$ cat src/rtl/acc_alu_pkg.sv
// -----------------------------------------------------------------------------
// acc_alu_pkg
// Operation codes, flag bit positions and small flag helpers shared by the
// accumulator ALU and its checker.
// -----------------------------------------------------------------------------
package acc_alu_pkg;

   localparam int unsigned ACTION_W = 5;
   localparam int unsigned BYTE_W   = 8;
   localparam int unsigned WIDE_W   = 16;

   // flag bit positions
   localparam int unsigned FLAG_S = 7;
   localparam int unsigned FLAG_Z = 6;
   localparam int unsigned FLAG_Y = 5;
   localparam int unsigned FLAG_H = 4;
   localparam int unsigned FLAG_X = 3;
   localparam int unsigned FLAG_P = 2;
   localparam int unsigned FLAG_N = 1;
   localparam int unsigned FLAG_C = 0;

   localparam logic [BYTE_W-1:0] DAA_HIGH_LIMIT = 8'h99;
   localparam logic [BYTE_W-1:0] DAA_HIGH_ADJ   = 8'h60;
   localparam logic [BYTE_W-1:0] DAA_LOW_ADJ    = 8'h06;
   localparam logic [3:0]        DAA_LOW_LIMIT  = 4'h9;
   localparam logic [3:0]        DAA_SUB_LIMIT  = 4'h5;
   localparam logic [BYTE_W-1:0] INC_OVF_VALUE  = 8'h80;
   localparam logic [BYTE_W-1:0] DEC_OVF_VALUE  = 8'h7f;

   typedef enum logic [ACTION_W-1:0] {
      ACT_ADD   = 5'd0,
      ACT_ADC   = 5'd1,
      ACT_SUB   = 5'd2,
      ACT_SBC   = 5'd3,
      ACT_AND   = 5'd4,
      ACT_XOR   = 5'd5,
      ACT_OR    = 5'd6,
      ACT_CP    = 5'd7,
      ACT_INC   = 5'd8,
      ACT_DEC   = 5'd9,
      ACT_DAA   = 5'd10,
      ACT_CPL   = 5'd11,
      ACT_SCF   = 5'd12,
      ACT_CCF   = 5'd13,
      ACT_RLCA  = 5'd14,
      ACT_RRCA  = 5'd15,
      ACT_RLA   = 5'd16,
      ACT_RRA   = 5'd17,
      ACT_ADD16 = 5'd18
   } action_type;

   // sign, zero and the two copied bits of a result byte
   function automatic logic [BYTE_W-1:0] szxy_flags(input logic [BYTE_W-1:0] r);
      logic [BYTE_W-1:0] f;
      f         = '0;
      f[FLAG_S] = r[FLAG_S];
      f[FLAG_Y] = r[FLAG_Y];
      f[FLAG_X] = r[FLAG_X];
      f[FLAG_Z] = (r == '0);
      return f;
   endfunction

   // set on even parity
   function automatic logic even_parity(input logic [BYTE_W-1:0] r);
      return ~(^r);
   endfunction

endpackage

$ cat src/rtl/acc_alu_core.sv
// -----------------------------------------------------------------------------
// acc_alu_core
// Combinational datapath of the accumulator ALU: one shared byte adder, the
// logic operations, decimal adjust, rotates and the 16-bit add.
// -----------------------------------------------------------------------------
module acc_alu_core
   import acc_alu_pkg::*;
(
   input  logic [ACTION_W-1:0] action,
   input  logic [BYTE_W-1:0]   acc_in,
   input  logic [BYTE_W-1:0]   flags_in,
   input  logic [BYTE_W-1:0]   operand,
   input  logic [WIDE_W-1:0]   wide_left,
   input  logic [WIDE_W-1:0]   wide_right,
   output logic [BYTE_W-1:0]   result,
   output logic [BYTE_W-1:0]   flags_out,
   output logic [WIDE_W-1:0]   wide_result
);

   action_type          act;
   logic                cin;
   logic                use_cin;
   logic                is_sub;
   logic [BYTE_W:0]     sum9;
   logic [BYTE_W-1:0]   sum_r;
   logic [BYTE_W-1:0]   arith_f;
   logic [BYTE_W-1:0]   inc_r;
   logic [BYTE_W-1:0]   dec_r;
   logic                daa_hi;
   logic                daa_lo;
   logic [BYTE_W-1:0]   daa_diff;
   logic [BYTE_W-1:0]   daa_r;
   logic                daa_h;
   logic [WIDE_W:0]     sum17;
   logic [WIDE_W-1:0]   w16;
   logic [BYTE_W-1:0]   logic_r;
   logic [BYTE_W-1:0]   rot_r;
   logic [BYTE_W-1:0]   keep_szp;

   assign act      = action_type'(action);
   assign cin      = flags_in[FLAG_C];
   assign use_cin  = (act == ACT_ADC) || (act == ACT_SBC);
   assign is_sub   = (act == ACT_SUB) || (act == ACT_SBC) || (act == ACT_CP);

   // shared byte adder for add, adc, sub, sbc and cp
   always_comb begin
      if (is_sub) begin
         sum9 = {1'b0, acc_in} - {1'b0, operand} - {{BYTE_W{1'b0}}, use_cin & cin};
      end else begin
         sum9 = {1'b0, acc_in} + {1'b0, operand} + {{BYTE_W{1'b0}}, use_cin & cin};
      end
      sum_r          = sum9[BYTE_W-1:0];
      arith_f        = szxy_flags(sum_r);
      arith_f[FLAG_H] = acc_in[4] ^ operand[4] ^ sum_r[4];
      arith_f[FLAG_C] = sum9[BYTE_W];
      arith_f[FLAG_N] = is_sub;
      if (is_sub) begin
         arith_f[FLAG_P] = (acc_in[7] ^ operand[7]) & (acc_in[7] ^ sum_r[7]);
      end else begin
         arith_f[FLAG_P] = ~(acc_in[7] ^ operand[7]) & (acc_in[7] ^ sum_r[7]);
      end
   end

   assign inc_r = operand + 8'd1;
   assign dec_r = operand - 8'd1;

   // decimal adjust
   always_comb begin
      daa_hi   = cin || (acc_in > DAA_HIGH_LIMIT);
      daa_lo   = flags_in[FLAG_H] || (acc_in[3:0] > DAA_LOW_LIMIT);
      daa_diff = (daa_hi ? DAA_HIGH_ADJ : '0) | (daa_lo ? DAA_LOW_ADJ : '0);
      if (flags_in[FLAG_N]) begin
         daa_h = flags_in[FLAG_H] && (acc_in[3:0] <= DAA_SUB_LIMIT);
         daa_r = acc_in - daa_diff;
      end else begin
         daa_h = acc_in[3:0] > DAA_LOW_LIMIT;
         daa_r = acc_in + daa_diff;
      end
   end

   assign sum17 = {1'b0, wide_left} + {1'b0, wide_right};
   assign w16   = sum17[WIDE_W-1:0];

   assign keep_szp = flags_in & ((BYTE_W'(1) << FLAG_S) | (BYTE_W'(1) << FLAG_Z)
                                 | (BYTE_W'(1) << FLAG_P));

   always_comb begin
      result      = acc_in;
      flags_out   = flags_in;
      wide_result = '0;
      logic_r     = '0;
      rot_r       = '0;
      case (act)
         ACT_ADD, ACT_ADC, ACT_SUB, ACT_SBC: begin
            result    = sum_r;
            flags_out = arith_f;
         end
         ACT_CP: begin
            flags_out         = arith_f;
            flags_out[FLAG_Y] = operand[FLAG_Y];
            flags_out[FLAG_X] = operand[FLAG_X];
         end
         ACT_AND, ACT_XOR, ACT_OR: begin
            if (act == ACT_AND) begin
               logic_r = acc_in & operand;
            end else if (act == ACT_XOR) begin
               logic_r = acc_in ^ operand;
            end else begin
               logic_r = acc_in | operand;
            end
            result            = logic_r;
            flags_out         = szxy_flags(logic_r);
            flags_out[FLAG_P] = even_parity(logic_r);
            flags_out[FLAG_H] = (act == ACT_AND);
         end
         ACT_INC: begin
            result            = inc_r;
            flags_out         = szxy_flags(inc_r);
            flags_out[FLAG_C] = cin;
            flags_out[FLAG_P] = (inc_r == INC_OVF_VALUE);
            flags_out[FLAG_H] = (inc_r[3:0] == 4'h0);
         end
         ACT_DEC: begin
            result            = dec_r;
            flags_out         = szxy_flags(dec_r);
            flags_out[FLAG_C] = cin;
            flags_out[FLAG_N] = 1'b1;
            flags_out[FLAG_P] = (dec_r == DEC_OVF_VALUE);
            flags_out[FLAG_H] = (dec_r[3:0] == 4'hf);
         end
         ACT_DAA: begin
            result            = daa_r;
            flags_out         = szxy_flags(daa_r);
            flags_out[FLAG_P] = even_parity(daa_r);
            flags_out[FLAG_H] = daa_h;
            flags_out[FLAG_N] = flags_in[FLAG_N];
            flags_out[FLAG_C] = daa_hi;
         end
         ACT_CPL: begin
            result            = ~acc_in;
            flags_out         = keep_szp;
            flags_out[FLAG_C] = cin;
            flags_out[FLAG_H] = 1'b1;
            flags_out[FLAG_N] = 1'b1;
            flags_out[FLAG_Y] = ~acc_in[FLAG_Y];
            flags_out[FLAG_X] = ~acc_in[FLAG_X];
         end
         ACT_SCF, ACT_CCF: begin
            flags_out         = keep_szp;
            flags_out[FLAG_Y] = acc_in[FLAG_Y];
            flags_out[FLAG_X] = acc_in[FLAG_X];
            if (act == ACT_SCF) begin
               flags_out[FLAG_C] = 1'b1;
            end else begin
               flags_out[FLAG_H] = cin;
               flags_out[FLAG_C] = ~cin;
            end
         end
         ACT_RLCA, ACT_RLA, ACT_RRCA, ACT_RRA: begin
            if (act == ACT_RLCA) begin
               rot_r = {acc_in[6:0], acc_in[7]};
            end else if (act == ACT_RLA) begin
               rot_r = {acc_in[6:0], cin};
            end else if (act == ACT_RRCA) begin
               rot_r = {acc_in[0], acc_in[7:1]};
            end else begin
               rot_r = {cin, acc_in[7:1]};
            end
            result            = rot_r;
            flags_out         = keep_szp;
            flags_out[FLAG_Y] = rot_r[FLAG_Y];
            flags_out[FLAG_X] = rot_r[FLAG_X];
            flags_out[FLAG_C] = ((act == ACT_RLCA) || (act == ACT_RLA)) ? acc_in[7]
                                                                          : acc_in[0];
         end
         ACT_ADD16: begin
            wide_result       = w16;
            flags_out         = keep_szp;
            flags_out[FLAG_Y] = w16[BYTE_W + FLAG_Y];
            flags_out[FLAG_X] = w16[BYTE_W + FLAG_X];
            // half carry out of bit 11
            flags_out[FLAG_H] = wide_left[12] ^ wide_right[12] ^ w16[12];
            flags_out[FLAG_C] = sum17[WIDE_W];
         end
         default: begin
            result    = acc_in;
            flags_out = flags_in;
         end
      endcase
   end

endmodule

$ cat src/rtl/accumulator_alu_with_flags.sv
// -----------------------------------------------------------------------------
// accumulator_alu_with_flags
// Eight-bit accumulator ALU with flags and a 16-bit add, two register stages.
// -----------------------------------------------------------------------------
// Usage:
//   The req_ channel carries one operation word: action code, accumulator,
//   flag byte, byte operand and two 16-bit operands. A word is taken at a
//   clock edge with req_valid high and req_stall low.
//   The rsp_ channel returns exactly one word per request, in order: new byte
//   value, new flag byte and the 16-bit sum (zero unless the action is add16).
//   The request is registered in the input stage at the edge that takes it.
//   From there the whole ALU is evaluated in one pass into the result
//   register, which drives rsp_valid and the response word. One word is
//   accepted every cycle while the receiver takes them.
//   If rsp_stall is held, the result register holds its word, the input
//   register still takes one more request, and req_stall rises only when both
//   stages are full.
//   Synchronous reset empties both stages; no result is pending afterwards.
//   Unused action codes return the accumulator and flags unchanged.
// -----------------------------------------------------------------------------
module accumulator_alu_with_flags
   import acc_alu_pkg::*;
(
   input  logic                clock,
   input  logic                reset,
   input  logic                req_valid,
   output logic                req_stall,
   input  logic [ACTION_W-1:0] req_action,
   input  logic [BYTE_W-1:0]   req_acc_in,
   input  logic [BYTE_W-1:0]   req_flags_in,
   input  logic [BYTE_W-1:0]   req_operand,
   input  logic [WIDE_W-1:0]   req_wide_left,
   input  logic [WIDE_W-1:0]   req_wide_right,
   output logic                rsp_valid,
   input  logic                rsp_stall,
   output logic [BYTE_W-1:0]   rsp_result,
   output logic [BYTE_W-1:0]   rsp_flags_out,
   output logic [WIDE_W-1:0]   rsp_wide_result
);

   logic                s1_valid_ff, s1_valid_in;
   logic [ACTION_W-1:0] s1_action_ff;
   logic [BYTE_W-1:0]   s1_acc_ff;
   logic [BYTE_W-1:0]   s1_flags_ff;
   logic [BYTE_W-1:0]   s1_operand_ff;
   logic [WIDE_W-1:0]   s1_wide_left_ff;
   logic [WIDE_W-1:0]   s1_wide_right_ff;
   logic                s1_load;

   logic                s2_valid_ff, s2_valid_in;
   logic [BYTE_W-1:0]   s2_result_ff, s2_result_in;
   logic [BYTE_W-1:0]   s2_flags_ff, s2_flags_in;
   logic [WIDE_W-1:0]   s2_wide_ff, s2_wide_in;
   logic                s2_load;

   // result stage moves when empty or when its word is taken
   assign s2_load     = !s2_valid_ff || !rsp_stall;
   assign s1_load     = !s1_valid_ff || s2_load;
   assign req_stall   = !s1_load;
   assign s1_valid_in = s1_load ? req_valid : s1_valid_ff;
   assign s2_valid_in = s2_load ? s1_valid_ff : s2_valid_ff;

   acc_alu_core u_core (
      .action      (s1_action_ff),
      .acc_in      (s1_acc_ff),
      .flags_in    (s1_flags_ff),
      .operand     (s1_operand_ff),
      .wide_left   (s1_wide_left_ff),
      .wide_right  (s1_wide_right_ff),
      .result      (s2_result_in),
      .flags_out   (s2_flags_in),
      .wide_result (s2_wide_in)
   );

   always_ff @(posedge clock) begin
      if (reset) begin
         s1_valid_ff <= 1'b0;
         s2_valid_ff <= 1'b0;
      end else begin
         s1_valid_ff <= s1_valid_in;
         s2_valid_ff <= s2_valid_in;
      end
   end

   always_ff @(posedge clock) begin
      if (s1_load && req_valid) begin
         s1_action_ff     <= req_action;
         s1_acc_ff        <= req_acc_in;
         s1_flags_ff      <= req_flags_in;
         s1_operand_ff    <= req_operand;
         s1_wide_left_ff  <= req_wide_left;
         s1_wide_right_ff <= req_wide_right;
      end
   end

   always_ff @(posedge clock) begin
      if (s2_load && s1_valid_ff) begin
         s2_result_ff <= s2_result_in;
         s2_flags_ff  <= s2_flags_in;
         s2_wide_ff   <= s2_wide_in;
      end
   end

   assign rsp_valid       = s2_valid_ff;
   assign rsp_result      = s2_result_ff;
   assign rsp_flags_out   = s2_flags_ff;
   assign rsp_wide_result = s2_wide_ff;

endmodule

$ cat config.mk
export PLATFORM = sky130hd
export DESIGN_NAME = accumulator_alu_with_flags
export DESIGN_NICKNAME = d
export VERILOG_FILES = /design/src/rtl/acc_alu_pkg.sv /design/src/rtl/acc_alu_core.sv /design/src/rtl/accumulator_alu_with_flags.sv
export SDC_FILE = /design/constraint.sdc
export NUM_CORES = 1
export LEC_CHECK = 0
export ABC_AREA = 1
export BUFFER_PORTS_ARGS = -buffer_cell sky130_fd_sc_hd__buf_2
export CAP_MARGIN = 20
export CELL_PAD_IN_SITES_DETAIL_PLACEMENT = 1
export CELL_PAD_IN_SITES_GLOBAL_PLACEMENT = 1
export CORE_MARGIN = 5
export CORE_UTILIZATION = 40
export CTS_BUF_LIST = sky130_fd_sc_hd__clkbuf_4 sky130_fd_sc_hd__clkbuf_8
export DETAILED_ROUTE_END_ITERATION = 8
export PLACE_DENSITY_LB_ADDON = 0.2
export SYNTH_ARGS = -nofsm -noshare
export SYNTH_HDL_FRONTEND = slang
export SYNTH_HIERARCHICAL = 1
export SYNTH_SLANG_ARGS = --single-unit
$ cat constraint.sdc
create_clock -name clock -period 3.35 [get_ports clock]
set_clock_uncertainty 0.1 [all_clocks]
set_input_delay 0.67 -clock clock [delete_from_list [all_inputs] [get_ports clock]]
set_output_delay 0.67 -clock clock [all_outputs]
set_load 0.02 [all_outputs]
* Word level (Yosys, flattened, before mapping)
Index checks and enable logic that the tools add are counted.
** Cells by class
- $add $sub $neg :: 9
- $mul :: 0
- Divide/modulo/power cells :: 0
- Order comparisons :: 3
- Eq/ne operators :: 21
- Shift-type cells :: 0
- Muxes and demuxes :: 17
- Bitwise gates (word level) :: 20
- Reduce and logical (&&, ||, !) cells :: 28
** Operators by type and width (count)
- 8-bit one-hot mux with 10 select lines :: 1
- 8-bit 2-to-1 mux :: 7
- 8-bit one-hot mux with 7 select lines :: 1
- 5-bit by 4-bit equality test with 1-bit output (second input constant) :: 8
- 8-bit logical NOT :: 5
- 5-bit by 3-bit equality test with 1-bit output (second input constant) :: 4
- 16-bit by 16-bit adder with 17-bit output :: 1
- 8-bit bitwise OR :: 2
- 8-bit parity :: 2
- 5-bit equality test (second input constant) :: 3
- 5-bit by 2-bit equality test with 1-bit output (second input constant) :: 2
- 8-bit by 8-bit adder with 9-bit output :: 1
- 9-bit by 1-bit adder with 9-bit output :: 1
- 9-bit 2-to-1 mux :: 1
- 8-bit by 8-bit subtractor with 9-bit output :: 1
- 9-bit by 1-bit subtractor with 9-bit output :: 1
- 8-bit by 1-bit adder with 8-bit output (second input constant) :: 1
- 8-bit adder :: 1
- 8-bit bitwise AND :: 1
- 8-bit by 7-bit equality test with 1-bit output (second input constant) :: 1
- 8-bit equality test (second input constant) :: 1
- 8-bit > comparator (second input constant) :: 1
- 1-bit logical OR :: 8
- 8-bit NOT :: 1
- other kinds (20) :: 42
** Storage, ports and cells
- Bits in registers :: 95
- Latch bits :: 0
- RAM bits :: 0
- Bits in read-only memories :: 0
- Memories :: 0

* Longest topological paths before layout
Gate-level depths: netlist (run 1).
- Depth in word-level cells :: 9
- Gate-level depth with buffers :: 23
- Depth with buffers taken out :: 23

* Cells and area by module
Netlist (run 1), hierarchy kept.
** Modules (own cells, without submodules)
- acc_alu_core :: times used 1, cells each 786, area an instance 4262.8 um^2, sequential area each 0.0 um^2
- accumulator_alu_with_flags :: times used 1, cells each 105, area an instance 2884.0 um^2, sequential area each 2832.7 um^2

* Worst setup path after synthesis (run 1)
OpenSTA, ideal clock, no wires.
- Kind :: register to register
- From :: register s1_acc_ff[1]
- To :: register s2_flags_ff[2], in the netlist rsp_flags_out[2], data pin
- Library setup time :: 254 ps
- Data arrival time :: 3092 ps
- Data required time :: 2996 ps
- Slack :: -96 ps
- Cell stages (with the launch flop) :: 22
- Path through :: edfxtp_1 -> o21ai_0 -> o211ai_1 -> nand2_1 -> nand2_1 -> inv_1 -> ha_1 -> nand2_1 -> nand2_1 -> ha_1 -> a21oi_1 -> nand3_1 -> nand2_1 -> nand2_1 -> ha_1 -> xnor2_1 -> a21oi_1 -> o21ai_0 -> o21ai_0 -> nand3b_1 -> nor2_1 -> nand2_1
** On the way
- Longest elaborated chain between the ends :: 9
** RTL lines
- start, declared :: line accumulator_alu_with_flags.sv:43 : logic [BYTE_W-1:0] s1_acc_ff;
- start signal, assigned :: line accumulator_alu_with_flags.sv:88 : s1_acc_ff <= req_acc_in;
- 8-bit > comparator or 4-bit > comparator (tied branches) :: line acc_alu_core.sv:69, acc_alu_core.sv:70
- 1-bit logical OR, on equally long branches :: line acc_alu_core.sv:69, acc_alu_core.sv:70
- 7-bit 2-to-1 mux or 3-bit 2-to-1 mux (tied branches) :: line acc_alu_core.sv:71 : daa_diff = (daa_hi ? DAA_HIGH_ADJ : '0) | (daa_lo ? DAA_LOW_ADJ : '0);
- 8-bit bitwise OR :: line acc_alu_core.sv:71
- 8-bit adder or 8-bit subtractor (tied branches) :: line acc_alu_core.sv:77, acc_alu_core.sv:74
- 8-bit 2-to-1 mux :: line acc_alu_core.sv:72 : if (flags_in[FLAG_N]) begin
- 8-bit parity :: line acc_alu_pkg.sv:65 : return ~(^r);
- 1-bit NOT :: line acc_alu_pkg.sv:65
- 8-bit one-hot mux with 10 select lines (*) :: line acc_alu_core.sv:93 : case (act)
- named net s2_flags_in[2] :: line accumulator_alu_with_flags.sv:52 : logic [BYTE_W-1:0] s2_flags_ff, s2_flags_in;
- end signal, assigned :: line accumulator_alu_with_flags.sv:99 : s2_flags_ff <= s2_flags_in;
- end, declared :: line accumulator_alu_with_flags.sv:52
The timed path passes the listed nets; every way through them passes the cells marked *. The select of a mux whose other input is x is not followed.
A chain may end at the register's enable or synchronous reset.

* Worst setup path after layout (run 1)
- From :: register s1_acc_ff[2]
- To :: register s2_flags_ff[2], in the netlist rsp_flags_out[2], data pin
The elaborated chain is that of the path after synthesis.

==> results of run 1 <==
==> power breakdown <==
group | internal (mW) | total [mW] | switching [mW] | leakage (nW)
Sequential | 1.39 | 1.42 | 0.0354 | 0.929
Clock | 0.290 | 0.772 | 0.483 | 0.0849
Combinational | 0.435 | 1.13 | 0.691 | 3.06
Total | 2.11 | 3.32 | 1.21 | 4.08
==> critical path, cell delays in order, from the launching register on <==
cell	delay, ns
edfxtp_1	0.44
o21ai_2	0.21
o211ai_1	0.14
nand2_1	0.11
nand2_2	0.07
inv_2	0.09
ha_4	0.21
nand2_4	0.07
nand2_4	0.05
ha_4	0.31
nand2_2	0.07
inv_2	0.05
nand4_1	0.12
nand3_1	0.13
nand2_2	0.08
nand2_2	0.09
ha_4	0.22
xnor2_4	0.17
a21oi_2	0.07
o21ai_1	0.08
o21ai_1	0.09
nand3b_1	0.17
nor2_1	0.11
nand2_1	0.06
==> logic make-up (layout without fill, tap and decap cells) <==
kind of cell / after synthesis / after routing / share of synthesized area
adders and majority gates: 73 / 73 / 0.1331
DFF: 95 / 95 / 0.3964
buffers and inverters: 127 / 285 / 0.06828
and+or+nand+nor: 443 / 443 / 0.2731
AOI/OAI and AO/OA: 137 / 137 / 0.1096
xor gates and xnor gates: 16 / 16 / 0.01961
==> through the flow <==
stage                     setup WS, ns  total power, mW  utilization
after floorplan               0.007939            2.076            -
after global placement       -0.002655            2.390       0.4724
after detailed placement       -0.2017            2.419       0.4724
after CTS                     0.002663            3.225       0.4873
after global routing           -0.3784            3.510       0.4983
final                          -0.1965            3.320       0.4983
==> per-layer routing <==
layer	vias to the layer above	track usage	wire length, um
met2	211	0.4024	12050
met5	-	0	28
met1	3332	0.2944	10370
met3	69	0.05591	1484
li1	3330	-	-
met4	6	0.1080	1133
==> worst max path at each step <==
stage,startpoint,end,slack [ns]
after floorplan,s1_acc_ff[1],rsp_flags_out[2],0.008
after global placement,s1_acc_ff[2],rsp_flags_out[2],-0.003
after detailed placement,s1_acc_ff[2],rsp_flags_out[2],-0.20
after CTS,s1_acc_ff[1],rsp_flags_out[2],0.003
after global routing,s1_acc_ff[2],rsp_flags_out[2],-0.38
final,s1_acc_ff[2],rsp_flags_out[2],-0.20
==> registers in the layout, indices dropped and copies added (netlist names) <==
name and count:
s1_wide_right_ff 16, s1_flags_ff 8, s1_valid_ff 1, s1_wide_left_ff 16, rsp_flags_out 8, rsp_wide_result 16
s1_action_ff 5, rsp_valid 1, rsp_result 8, s1_acc_ff 8, s1_operand_ff 8
==> area by class of cell <==
class	instances	area share
clock buffers	10	0.01514
well taps	225	0.03243
flip-flops and latches	95	0.3264
inverters	117	0.05060
repair buffers	152	0.1047
clock inverters	6	0.005910
multi-input cells	669	0.4649
==> layout by cell type (no fill, tap or decap), types with 5 or more instances in the layout <==
cell type | Yosys | final
nand2_1 | 217 | 205
inv_1 | 110 | 106
buf_2 | 6 | 98
edfxtp_1 | 93 | 93
nor2_1 | 87 | 86
nand3_1 | 83 | 81
ha_1 | 68 | 60
buf_4 | 1 | 53
o21ai_0 | 47 | 40
a21oi_1 | 45 | 39
o211ai_1 | 19 | 19
nand4_1 | 19 | 19
nand2_2 | 2 | 12
inv_2 | 7 | 11
o21ai_1 | 5 | 10
nand3b_1 | 10 | 10
clkbuf_8 | 0 | 9
xor2_1 | 8 | 8
nand3_2 | 5 | 7
o22ai_1 | 7 | 7
ha_4 | 0 | 7
a21oi_2 | 1 | 6
nor2_2 | 5 | 6
xnor2_1 | 8 | 6
nor3_1 | 5 | 5
==> repair_timing <==
item / CTS / global route
endpoints found under the setup margin: 1 / 7
setup buffers: 4 / 6
pin swaps: 9 / 20
resized for setup: 10 / 34
==> out/metrics.yaml, run 1 <==
setup_ws_ns: -0.1965
max_freq_mhz: 282.0
cts_sinks: 95
antenna_left: 0
drc: 0
worstPathRequired_ns: 3.41
placed_cell_area_um2: 8228
drive_gt1_frac: 0.2221
ys_warn_count: 6
p_per_area_nw_per_um2: 382.5
path_clk_slew_ns: 0.12
dp_cells: 1248
holdBufCountCts: 0
yosysMostFrequentCell: "nand2_1"
dieArea_um2: 20640
cp-end-kind: "register"
hold_end: "s1_operand_ff[0]"
start_util: 0.4103
io_buffers: 98
coreArea_um2: 17420
min_period_over_period: 1.059
hold_class: "in2reg"
synth_edf_count: 93
rsz0062_at_grt: "true"
overflow: 0
synth_top_cell_by_area: "edfxtp_1"
num_io_pins: 99
ys_types: 39
gp_congestion: 0.9140
antenna_found_initial: 3
finalMaxSlewViolations: 0
stdcell_count: 1274
routed_wirelength_um: 25070
clockBufferDepth: 2
dp_hpwl_um: 19610
worstMarginPinSlew_ns: 0.7054
synth_common_cells: "nand2_1 (217), inv_1 (110), edfxtp_1 (93)"
async_flop_share: 0
grt_use_total: 0.2400
drv_cap: 0
synthCells: 891
nFillCells: 2200
ys_seq_area_frac: 0.3964
violations: "negative setup slack"
cts_max_level: 3
vias: 6948
clk_latency_ns: 0.39
grt_pass1_wl_um: 38180
maxSlewHeadroom: 0.5261
setup_viol: 1
vdd_drop_max_mv: 0.2997
r2r_slack_ns: -0.20
cts_tree: "built"
worstSetupPathType: "reg2reg"
area.growth.synth_to_final_pct: 21.45
synth_ff_type: "edfxtp_1"
hp-start: "req_operand[0]"
root_buffer: "clkbuf_8"
outcome: "finished with violations"
die_h_um: 143.7
antenna_cells: 0
cp.arrival_ns: 3.61
r2r_cells: 23
reg2reg_from: "s1_acc_ff[2]"
avgViaCountPerCell: 5.454
grt_pass1_vias: 7232
syn_nets: 1029
design_area_um2: 8680
synth.top_cell.area_share: 0.3908
nets: 1182
ff_latch_area_um2: 2833
synthTopCellsByArea: "edfxtp_1 (39%), ha_1 (12%), nand2_1 (11%)"
cp_max_fo: 6
p_leak_nw: 4.078
dr.first_iter.drc_count: 431
fin_crit_ns: 3.547
cts_buffers: 9
wl_per_cell_um: 19.68
tns_ns: -0.1965
core.rowCount: 48
syn_area_um2: 7147
syn_area_per_cell_um2: 8.021
synth.ff_latch_count: 95
cp-start-kind: "register"
finalHoldWorstSlack_ns: 0.3427
whs_path_depth: 1
r2r_end: "rsp_flags_out[2]"
dr.pass1.iters: 5
multi_input_area_um2: 4035
dieWidth_um: 143.7
grt_max_degree: 62
final_hold_viol_count: 0
Power figures use the tool's default switching activity.
==> run 2: changes to the inputs <==
--- a/config.mk
+++ b/config.mk
@@ -5,13 +5,13 @@
 export SDC_FILE = /design/constraint.sdc
 export NUM_CORES = 1
 export LEC_CHECK = 0
-export ABC_AREA = 1
+export ABC_AREA = 0
 export BUFFER_PORTS_ARGS = -buffer_cell sky130_fd_sc_hd__buf_2
 export CAP_MARGIN = 20
 export CELL_PAD_IN_SITES_DETAIL_PLACEMENT = 1
 export CELL_PAD_IN_SITES_GLOBAL_PLACEMENT = 1
 export CORE_MARGIN = 5
-export CORE_UTILIZATION = 40
+export CORE_UTILIZATION = 42
 export CTS_BUF_LIST = sky130_fd_sc_hd__clkbuf_4 sky130_fd_sc_hd__clkbuf_8
 export DETAILED_ROUTE_END_ITERATION = 8
 export PLACE_DENSITY_LB_ADDON = 0.2
==> run 2 against run 1 <==
Net effect:
- the run still ends with negative setup slack left
- flip-flop and latch count unchanged
- global-route usage down 0.079 points
- cell area up 0.55%
- core utilization up 2.8 points
- clock power up 8.5%
- first-iteration DRC count down 3.0%
- total power up 2.4%
- fmax down 5.5%
- combinational power about the same
- register-to-register slack worse by 0.20 ns
- non-clock buffer count up 24
- critical path type unchanged
==> out/metrics.yaml, run 2 <==
root_buffer: "clkbuf_8"  # unchanged
async_flop_share: 0  # unchanged
syn_nets: 831  # was 1029
max_freq_mhz: 266.6  # was 282.0 MHz
nets: 988  # was 1182
power_mw: 3.400  # was 3.320 mW
post-place-ws_ns: -0.5997  # was -0.2017 ns
stdcell_count: 1075  # was 1274
cts_tree: "built"  # unchanged
maxSlewHeadroom: 0.3974  # was 0.5261
final_common_cell: "buf_2"  # was nand2_1
crit_end: "rsp_flags_out[2]"  # unchanged
dr.pass1.iters: 5  # unchanged
final_hold_viol_count: 0  # unchanged
syn_area_per_cell_um2: 10.25  # was 8.021 um^2
start_util: 0.4282  # was 0.4103
setup_viol: 6  # was 1
synth_common_cells: "edfxtp_1 (93), ha_1 (68), nor2_1 (52)"  # was nand2_1 (217), inv_1 (110), edfxtp_1 (93)
vdd_drop_max_mv: 0.1982  # was 0.2997 mV
r2r_cells: 17  # was 23
cts_sinks: 95  # unchanged
p_per_area_nw_per_um2: 389.6  # was 382.5 nW/um^2
antenna_found_initial: 1  # was 3
p_clk_frac: 0.246  # was 0.233
avgViaCountPerCell: 5.786  # was 5.454
comb_power_share: 0.336  # was 0.339
setup_ws_ns: -0.4012  # was -0.1965 ns
antenna_left: 0  # unchanged
gp_congestion: 0.9728  # was 0.9140
r2r_slack_ns: -0.40  # was -0.20 ns
worstSetupPathType: "reg2reg"  # unchanged
sw_frac_of_total: 0.3340  # was 0.3641
cp-start-kind: "register"  # unchanged
holdBufCountCts: 0  # unchanged
coreArea_um2: 16580  # was 17420 um^2
vias: 6220  # was 6948
grt_pass1_vias: 6557  # was 7232
min_period_over_period: 1.120  # was 1.059
reg2reg_from: "s1_acc_ff[2]"  # unchanged
max_stage_delay_ns: 0.42  # was 0.44 ns
core.rowCount: 47  # was 48
outcome: "finished with violations"  # unchanged
synth.ff_latch_count: 95  # unchanged
cts_max_level: 3  # unchanged
violations: "negative setup slack"  # unchanged
grt_pass1_wl_um: 36610  # was 38180 um
finalMaxSlewViolations: 0  # unchanged
ys_types: 80  # was 39
hold_class: "in2reg"  # unchanged
area.growth.synth_to_final_pct: 22.91  # was 21.45%
cp_max_fo: 4  # was 6
antenna_cells: 0  # unchanged
path_clk_slew_ns: 0.12  # about the same
drive_gt1_frac: 0.2982  # was 0.2221
drv_cap: 0  # unchanged
dieArea_um2: 19610  # was 20640 um^2
ys_seq_area_frac: 0.3989  # was 0.3964
path_delay_family: "compound AO/OA/AOI/OAI gates"  # was simple AND/OR/NAND/NOR gates
dp_hpwl_um: 18270  # was 19610 um
p_switching_mw: 1.136  # was 1.209 mW
io_buffers: 98  # unchanged
synth_top_cell_by_area: "edfxtp_1"  # unchanged
p_int_mw: 2.264  # was 2.111 mW
clk_latency_ns: 0.39  # about the same
p_leak_nw: 3.667  # was 4.078 nW
critPathLaunch: "s1_acc_ff[2]"  # unchanged
cts_buffers: 9  # unchanged
synth_ff_type: "edfxtp_1"  # unchanged
power_frac_seq: 0.418  # was 0.428
cp.arrival_ns: 3.78  # was 3.61 ns
dieWidth_um: 140.0  # was 143.7 um
layout_common_cells: "buf_2 (98), edfxtp_1 (93), buf_4 (77)"  # was nand2_1 (205), inv_1 (106), buf_2 (98)
r2r_end: "rsp_flags_out[2]"  # unchanged
dr.first_iter.drc_count: 418  # was 431
critPathSlowestCell: "edfxtp_1"  # unchanged
overflow: 0  # unchanged
wl_per_cell_um: 21.93  # was 19.68 um
synthTopCellsByArea: "edfxtp_1 (39%), ha_1 (12%), xnor2_1 (4.2%)"  # was edfxtp_1 (39%), ha_1 (12%), nand2_1 (11%)
worstPathRequired_ns: 3.38  # was 3.41 ns
clockBufferDepth: 2  # unchanged
syn_area_um2: 7101  # was 7147 um^2
ys_warn_count: 6  # unchanged
critPathBufInv: 1  # was 2
synth_edf_count: 93  # unchanged
cp-end-kind: "register"  # unchanged
routed_wirelength_um: 23570  # was 25070 um
cp.depth: 17  # was 23
crit_chain: "or2_4 > a311o_1 > a21oi_2 > ha_1 > inv_2 > o21ai_2 > ha_4 > a21o_1 > o21a_1 > or2_4 > ha_4 > xnor2_2 > xnor2_1 > nand2_1 > o211ai_1 > a211oi_2 > o211ai_1"  # was o21ai_2 > o211ai_1 > nand2_1 > nand2_2 > inv_2 > ha_4 > nand2_4 > nand2_4 > ha_4 > nand2_2 > inv_2 > nand4_1 > nand3_1 > nand2_2 > nand2_2 > ha_4 > xnor2_4 > a21oi_2 > o21ai_1 > o21ai_1 > nand3b_1 > nor2_1 > nand2_1
die_h_um: 140.0  # was 143.7 um
dp_cells: 1051  # was 1248
yosysMostFrequentCell: "edfxtp_1"  # was nand2_1
num_io_pins: 99  # unchanged
worstMarginPinSlew_ns: 0.8944  # was 0.7054 ns
synth.top_cell.area_share: 0.3933  # was 0.3908
finalHoldWorstSlack_ns: 0.3471  # was 0.3427 ns
grt_max_degree: 62  # unchanged
grt_use_total: 0.2392  # was 0.2400
fin_crit_ns: 3.751  # was 3.547 ns
rsz0062_at_grt: "true"  # unchanged
drc: 0  # unchanged
synthCells: 693  # was 891
[run 2: metal layers]
layer | share of wire | vias to the layer above | GRT usage | wire length (um)
met3 | 0.057 | 50 | 0.03885 | 1347
li1 | - | 2882 | - | -
met4 | 0.034 | 2 | 0.08822 | 793
met2 | 0.50 | 228 | 0.4176 | 11830
met5 | 0.00030 | - | 0 | 7
met1 | 0.41 | 3058 | 0.2985 | 9594
[run 2: timing repair]
| item | CTS | global route |
|---|---|---|
| hold endpoints to repair | 0 | 0 |
| pin swaps | 25 | 19 |
| setup buffers | 6 | 2 |
| gates cloned | 0 | 0 |
| resized for setup | 23 | 11 |
| endpoints found under the setup margin | 12 | 12 |
[run 2: final cells by class]
| type | instances | area [um^2] |
|---|---|---|
| Fill cell | 1905 | 7856 |
| Multi-Input combinational cell | 524 | 4158 |
| Sequential cell | 95 | 2833 |
| Timing Repair Buffer | 176 | 1089 |
| Tap cell | 220 | 275.3 |
| Inverter | 44 | 165.2 |
| Clock buffer | 10 | 131.4 |
| Clock inverter | 6 | 76.32 |
[run 2: worst min path at each step]
stage	from	to	slack [ns]	depth (start not counted)
2_1_floorplan	s1_valid_ff	rsp_valid	0.37	2
3_3_place_gp	s1_valid_ff	s1_valid_ff	0.39	2
3_5_place_dp	s1_flags_ff[3]	rsp_flags_out[3]	0.43	1
4_1_cts	req_flags_in[0]	s1_flags_ff[0]	0.33	1
5_1_grt	req_flags_in[0]	s1_flags_ff[0]	0.32	1
6_report	req_acc_in[6]	s1_acc_ff[6]	0.35	1
[run 2: per-stage QoR]
stage          area (um^2)    util  TNS, ns
2_1_floorplan         7137       -   -2.250
3_3_place_gp          8302  0.5006   -2.325
3_5_place_dp          8302  0.5006   -3.501
4_1_cts               8652  0.5217   -1.684
5_1_grt               8727  0.5263   -2.602
6_report              8727  0.5263   -1.522
[run 2: cell families (layout without fill, tap and decap cells)]
group	Yosys count	count (layout)	synth area share
AND/OR/NAND/NOR	195	195	0.1404
AO/OA/AOI/OAI	176	176	0.1727
flip-flops	95	95	0.3989
buffers and inverters	74	236	0.04511
adder cells (fa/ha/maj)	73	73	0.1339
XOR/XNOR	47	47	0.05797
multiplexers	33	33	0.05093
[run 2: power by group through the flow]
stage	logic (mW)	clock network [mW]	registers, mW
floorplan	0.627	0	1.48
global placement	1.00	0	1.44
detailed placement	1.03	0	1.45
CTS	1.10	0.863	1.42
global route	1.23	0.917	1.43
finish	1.14	0.838	1.42
[run 2: worst register-to-register path: cells and delay by family, from the launching register on]
family / cells / cell delay [ns]
AOI/OAI and AO/OA: 8 / 1.29
DFF: 1 / 0.42
buffers and inverters: 1 / 0.07
xor gates and xnor gates: 2 / 0.26
and+or+nand+nor: 3 / 0.60
adders and majority gates: 3 / 0.75
==> run 3: changes to the inputs <==
--- a/config.mk
+++ b/config.mk
@@ -15,6 +15,7 @@
 export CTS_BUF_LIST = sky130_fd_sc_hd__clkbuf_4 sky130_fd_sc_hd__clkbuf_8
 export DETAILED_ROUTE_END_ITERATION = 8
 export PLACE_DENSITY_LB_ADDON = 0.2
+export RECOVER_POWER = 100
 export SYNTH_ARGS = -nofsm -noshare
 export SYNTH_HDL_FRONTEND = slang
 export SYNTH_HIERARCHICAL = 1
==> run 3 against run 2 <==
Net effect:
- the flow finishes with violations (max-capacitance violations, max-slew violations, negative setup slack)
- fmax shrank 0.19%
- critical path depth is the same
- flip-flop and latch count is the same
- critical endpoint unchanged
- register-to-register slack is essentially flat
- count of clock-buffer cells in the layout is the same
- core utilization shrank 0.60 points
- routed wire length grew 0.34%
- via count grew 0.37%
- cell count is the same
==> out/metrics.yaml, run 3 (synthesis results as in run 2) <==
outcome: "finished with violations"  # unchanged
violations: "max-capacitance violations, max-slew violations, negative setup slack"  # was negative setup slack
setup_ws_ns: -0.4085  # was -0.4012 ns
antenna_left: 0  # unchanged
setup_viol: 6  # unchanged
tns_ns: -1.660  # was -1.522 ns
cp-start-kind: "register"  # unchanged
grt_max_degree: 62  # unchanged
power_mw: 3.388  # was 3.400 mW
worstMarginPinSlew_ns: 2.084  # was 0.8944 ns
routed_wirelength_um: 23650  # was 23570 um
path_clk_slew_ns: 0.11  # was 0.12 ns
hold_class: "in2reg"  # unchanged
drive_gt1_frac: 0.2433  # was 0.2982
cts_sinks: 95  # unchanged
wl_per_cell_um: 22.00  # was 21.93 um
num_io_pins: 99  # unchanged
overflow: 0  # unchanged
r2r_end: "rsp_flags_out[2]"  # unchanged
final_common_cell: "edfxtp_1"  # was buf_2
min_period_over_period: 1.122  # was 1.120
die_h_um: 140.0  # unchanged
fin_crit_ns: 3.758  # was 3.751 ns
core.rowCount: 47  # unchanged
io_buffers: 98  # unchanged
finalMaxSlewViolations: 95  # was 0
drc: 0  # unchanged
holdBufCountCts: 0  # unchanged
cp.arrival_ns: 3.79  # was 3.78 ns
grt_pass1_vias: 6557  # unchanged
grt_use_total: 0.2392  # unchanged
gp_congestion: 0.9728  # unchanged
p_leak_nw: 3.541  # was 3.667 nW
final_hold_viol_count: 0  # unchanged
whs_path_depth: 1  # unchanged
vdd_drop_max_mv: 0.1970  # was 0.1982 mV
avgViaCountPerCell: 5.807  # was 5.786
rsz0062_at_grt: "true"  # unchanged
root_buffer: "clkbuf_8"  # unchanged
p_per_area_nw_per_um2: 392.7  # was 389.6 nW/um^2
worstPathRequired_ns: 3.38  # about the same
dp_hpwl_um: 18270  # unchanged
hp-start: "req_flags_in[0]"  # was req_acc_in[6]
r2r_slack_ns: -0.41  # was -0.40 ns
reg2reg_from: "s1_acc_ff[2]"  # unchanged
area.growth.synth_to_final_pct: 21.50  # was 22.91%
vias: 6243  # was 6220
dieArea_um2: 19610  # unchanged
clk_latency_ns: 0.39  # about the same
cp-end-kind: "register"  # unchanged
clockBufferDepth: 2  # unchanged
grt_pass1_wl_um: 36610  # unchanged
fin_util: 0.5202  # was 0.5263
hold_end: "s1_flags_ff[0]"  # was s1_acc_ff[6]
cts_buffers: 9  # unchanged
antenna_found_initial: 1  # unchanged
dr.pass1.iters: 5  # unchanged
nFillCells: 1923  # was 1905
r2r_cells: 17  # unchanged
cts_max_level: 3  # unchanged
nets: 988  # unchanged
dr.first_iter.drc_count: 433  # was 418
drv_cap: 2  # was 0
antenna_cells: 0  # unchanged
coreArea_um2: 16580  # unchanged
layout_common_cells: "edfxtp_1 (93), buf_4 (71), ha_1 (65)"  # was buf_2 (98), edfxtp_1 (93), buf_4 (77)
maxSlewHeadroom: -0.3892  # was 0.3974
cp_max_fo: 4  # unchanged
worstSetupPathType: "reg2reg"  # unchanged
max_freq_mhz: 266.1  # was 266.6 MHz
dieWidth_um: 140.0  # unchanged
cts_tree: "built"  # unchanged
start_util: 0.4282  # unchanged
-- run 3: cell count changes in the layout (fill, tap and decap cells not counted), moves of 2 or more --
cell	change
buf_2	-38
clkbuf_1	+42
a31oi_1	+2
buf_4	-6
a31oi_2	-2
-- run 3: timing repair --
action	CTS	global route
setup endpoints to repair	12	12
pin swaps	25	19
hold endpoints to repair	0	0
setup buffers	6	2
gates resized for setup	23	11
-- run 3: layout make-up --
class                   instances  area, um^2  area share
repair buffers                176        1023      0.1186
clock buffers                  10       131.4     0.01523
inverters                      44       165.2     0.01914
multi-input cells             524        4123      0.4779
well taps                     220       275.3     0.03191
flip-flops and latches         95        2833      0.3284
clock inverters                 6       76.32    0.008847
-- run 3: stage by stage --
step | worst slack [ns] | instances | hold slack (ns) | cell area [um^2]
global route | -0.5733 | 1075 | 0.3243 | 8627
global placement | -0.4546 | 1051 | 0.3892 | 8302
floorplan | -0.4897 | 693 | 0.3722 | 7137
CTS | -0.4412 | 1073 | 0.3336 | 8652
detailed placement | -0.5997 | 1051 | 0.4288 | 8302
finish | -0.4085 | 1075 | 0.3509 | 8627
-- run 3: critical path: stages (launching register included) --
cell,delay (ns)
edfxtp_1,0.42
or2_4,0.27
a311o_1,0.29
a21oi_2,0.18
ha_1,0.27
inv_2,0.07
o21ai_2,0.06
ha_4,0.24
a21o_1,0.20
o21a_1,0.19
or2_4,0.26
ha_4,0.24
xnor2_2,0.13
xnor2_1,0.13
nand2_1,0.07
o211ai_1,0.10
a211oi_2,0.16
o211ai_1,0.12
-- run 3: how the worst max path moves through the flow --
stage / from / to / slack (ns) / cells after the start
after floorplan: s1_acc_ff[1] / rsp_flags_out[2] / -0.49 / 17
after global routing: s1_acc_ff[2] / rsp_flags_out[2] / -0.57 / 17
final: s1_acc_ff[2] / rsp_flags_out[2] / -0.41 / 17
after global placement: s1_action_ff[4] / rsp_result[6] / -0.45 / 15
after detailed placement: s1_action_ff[4] / rsp_flags_out[6] / -0.60 / 15
after CTS: s1_acc_ff[2] / rsp_flags_out[2] / -0.44 / 17
-- run 3: layer usage --
| metal | track usage | vias to the layer above | routed length (um) |
|---|---|---|---|
| li1 | - | 2888 | - |
| met1 | 0.2985 | 3072 | 9653 |
| met2 | 0.4176 | 228 | 11790 |
| met3 | 0.03885 | 53 | 1375 |
| met4 | 0.08822 | 2 | 825 |
| met5 | 0 | - | 7 |
-- run 3: power breakdown --
part	internal, mW	total (mW)	switching, mW
logic	0.498	1.13	0.629
clock network	0.367	0.839	0.471
registers	1.39	1.42	0.0325
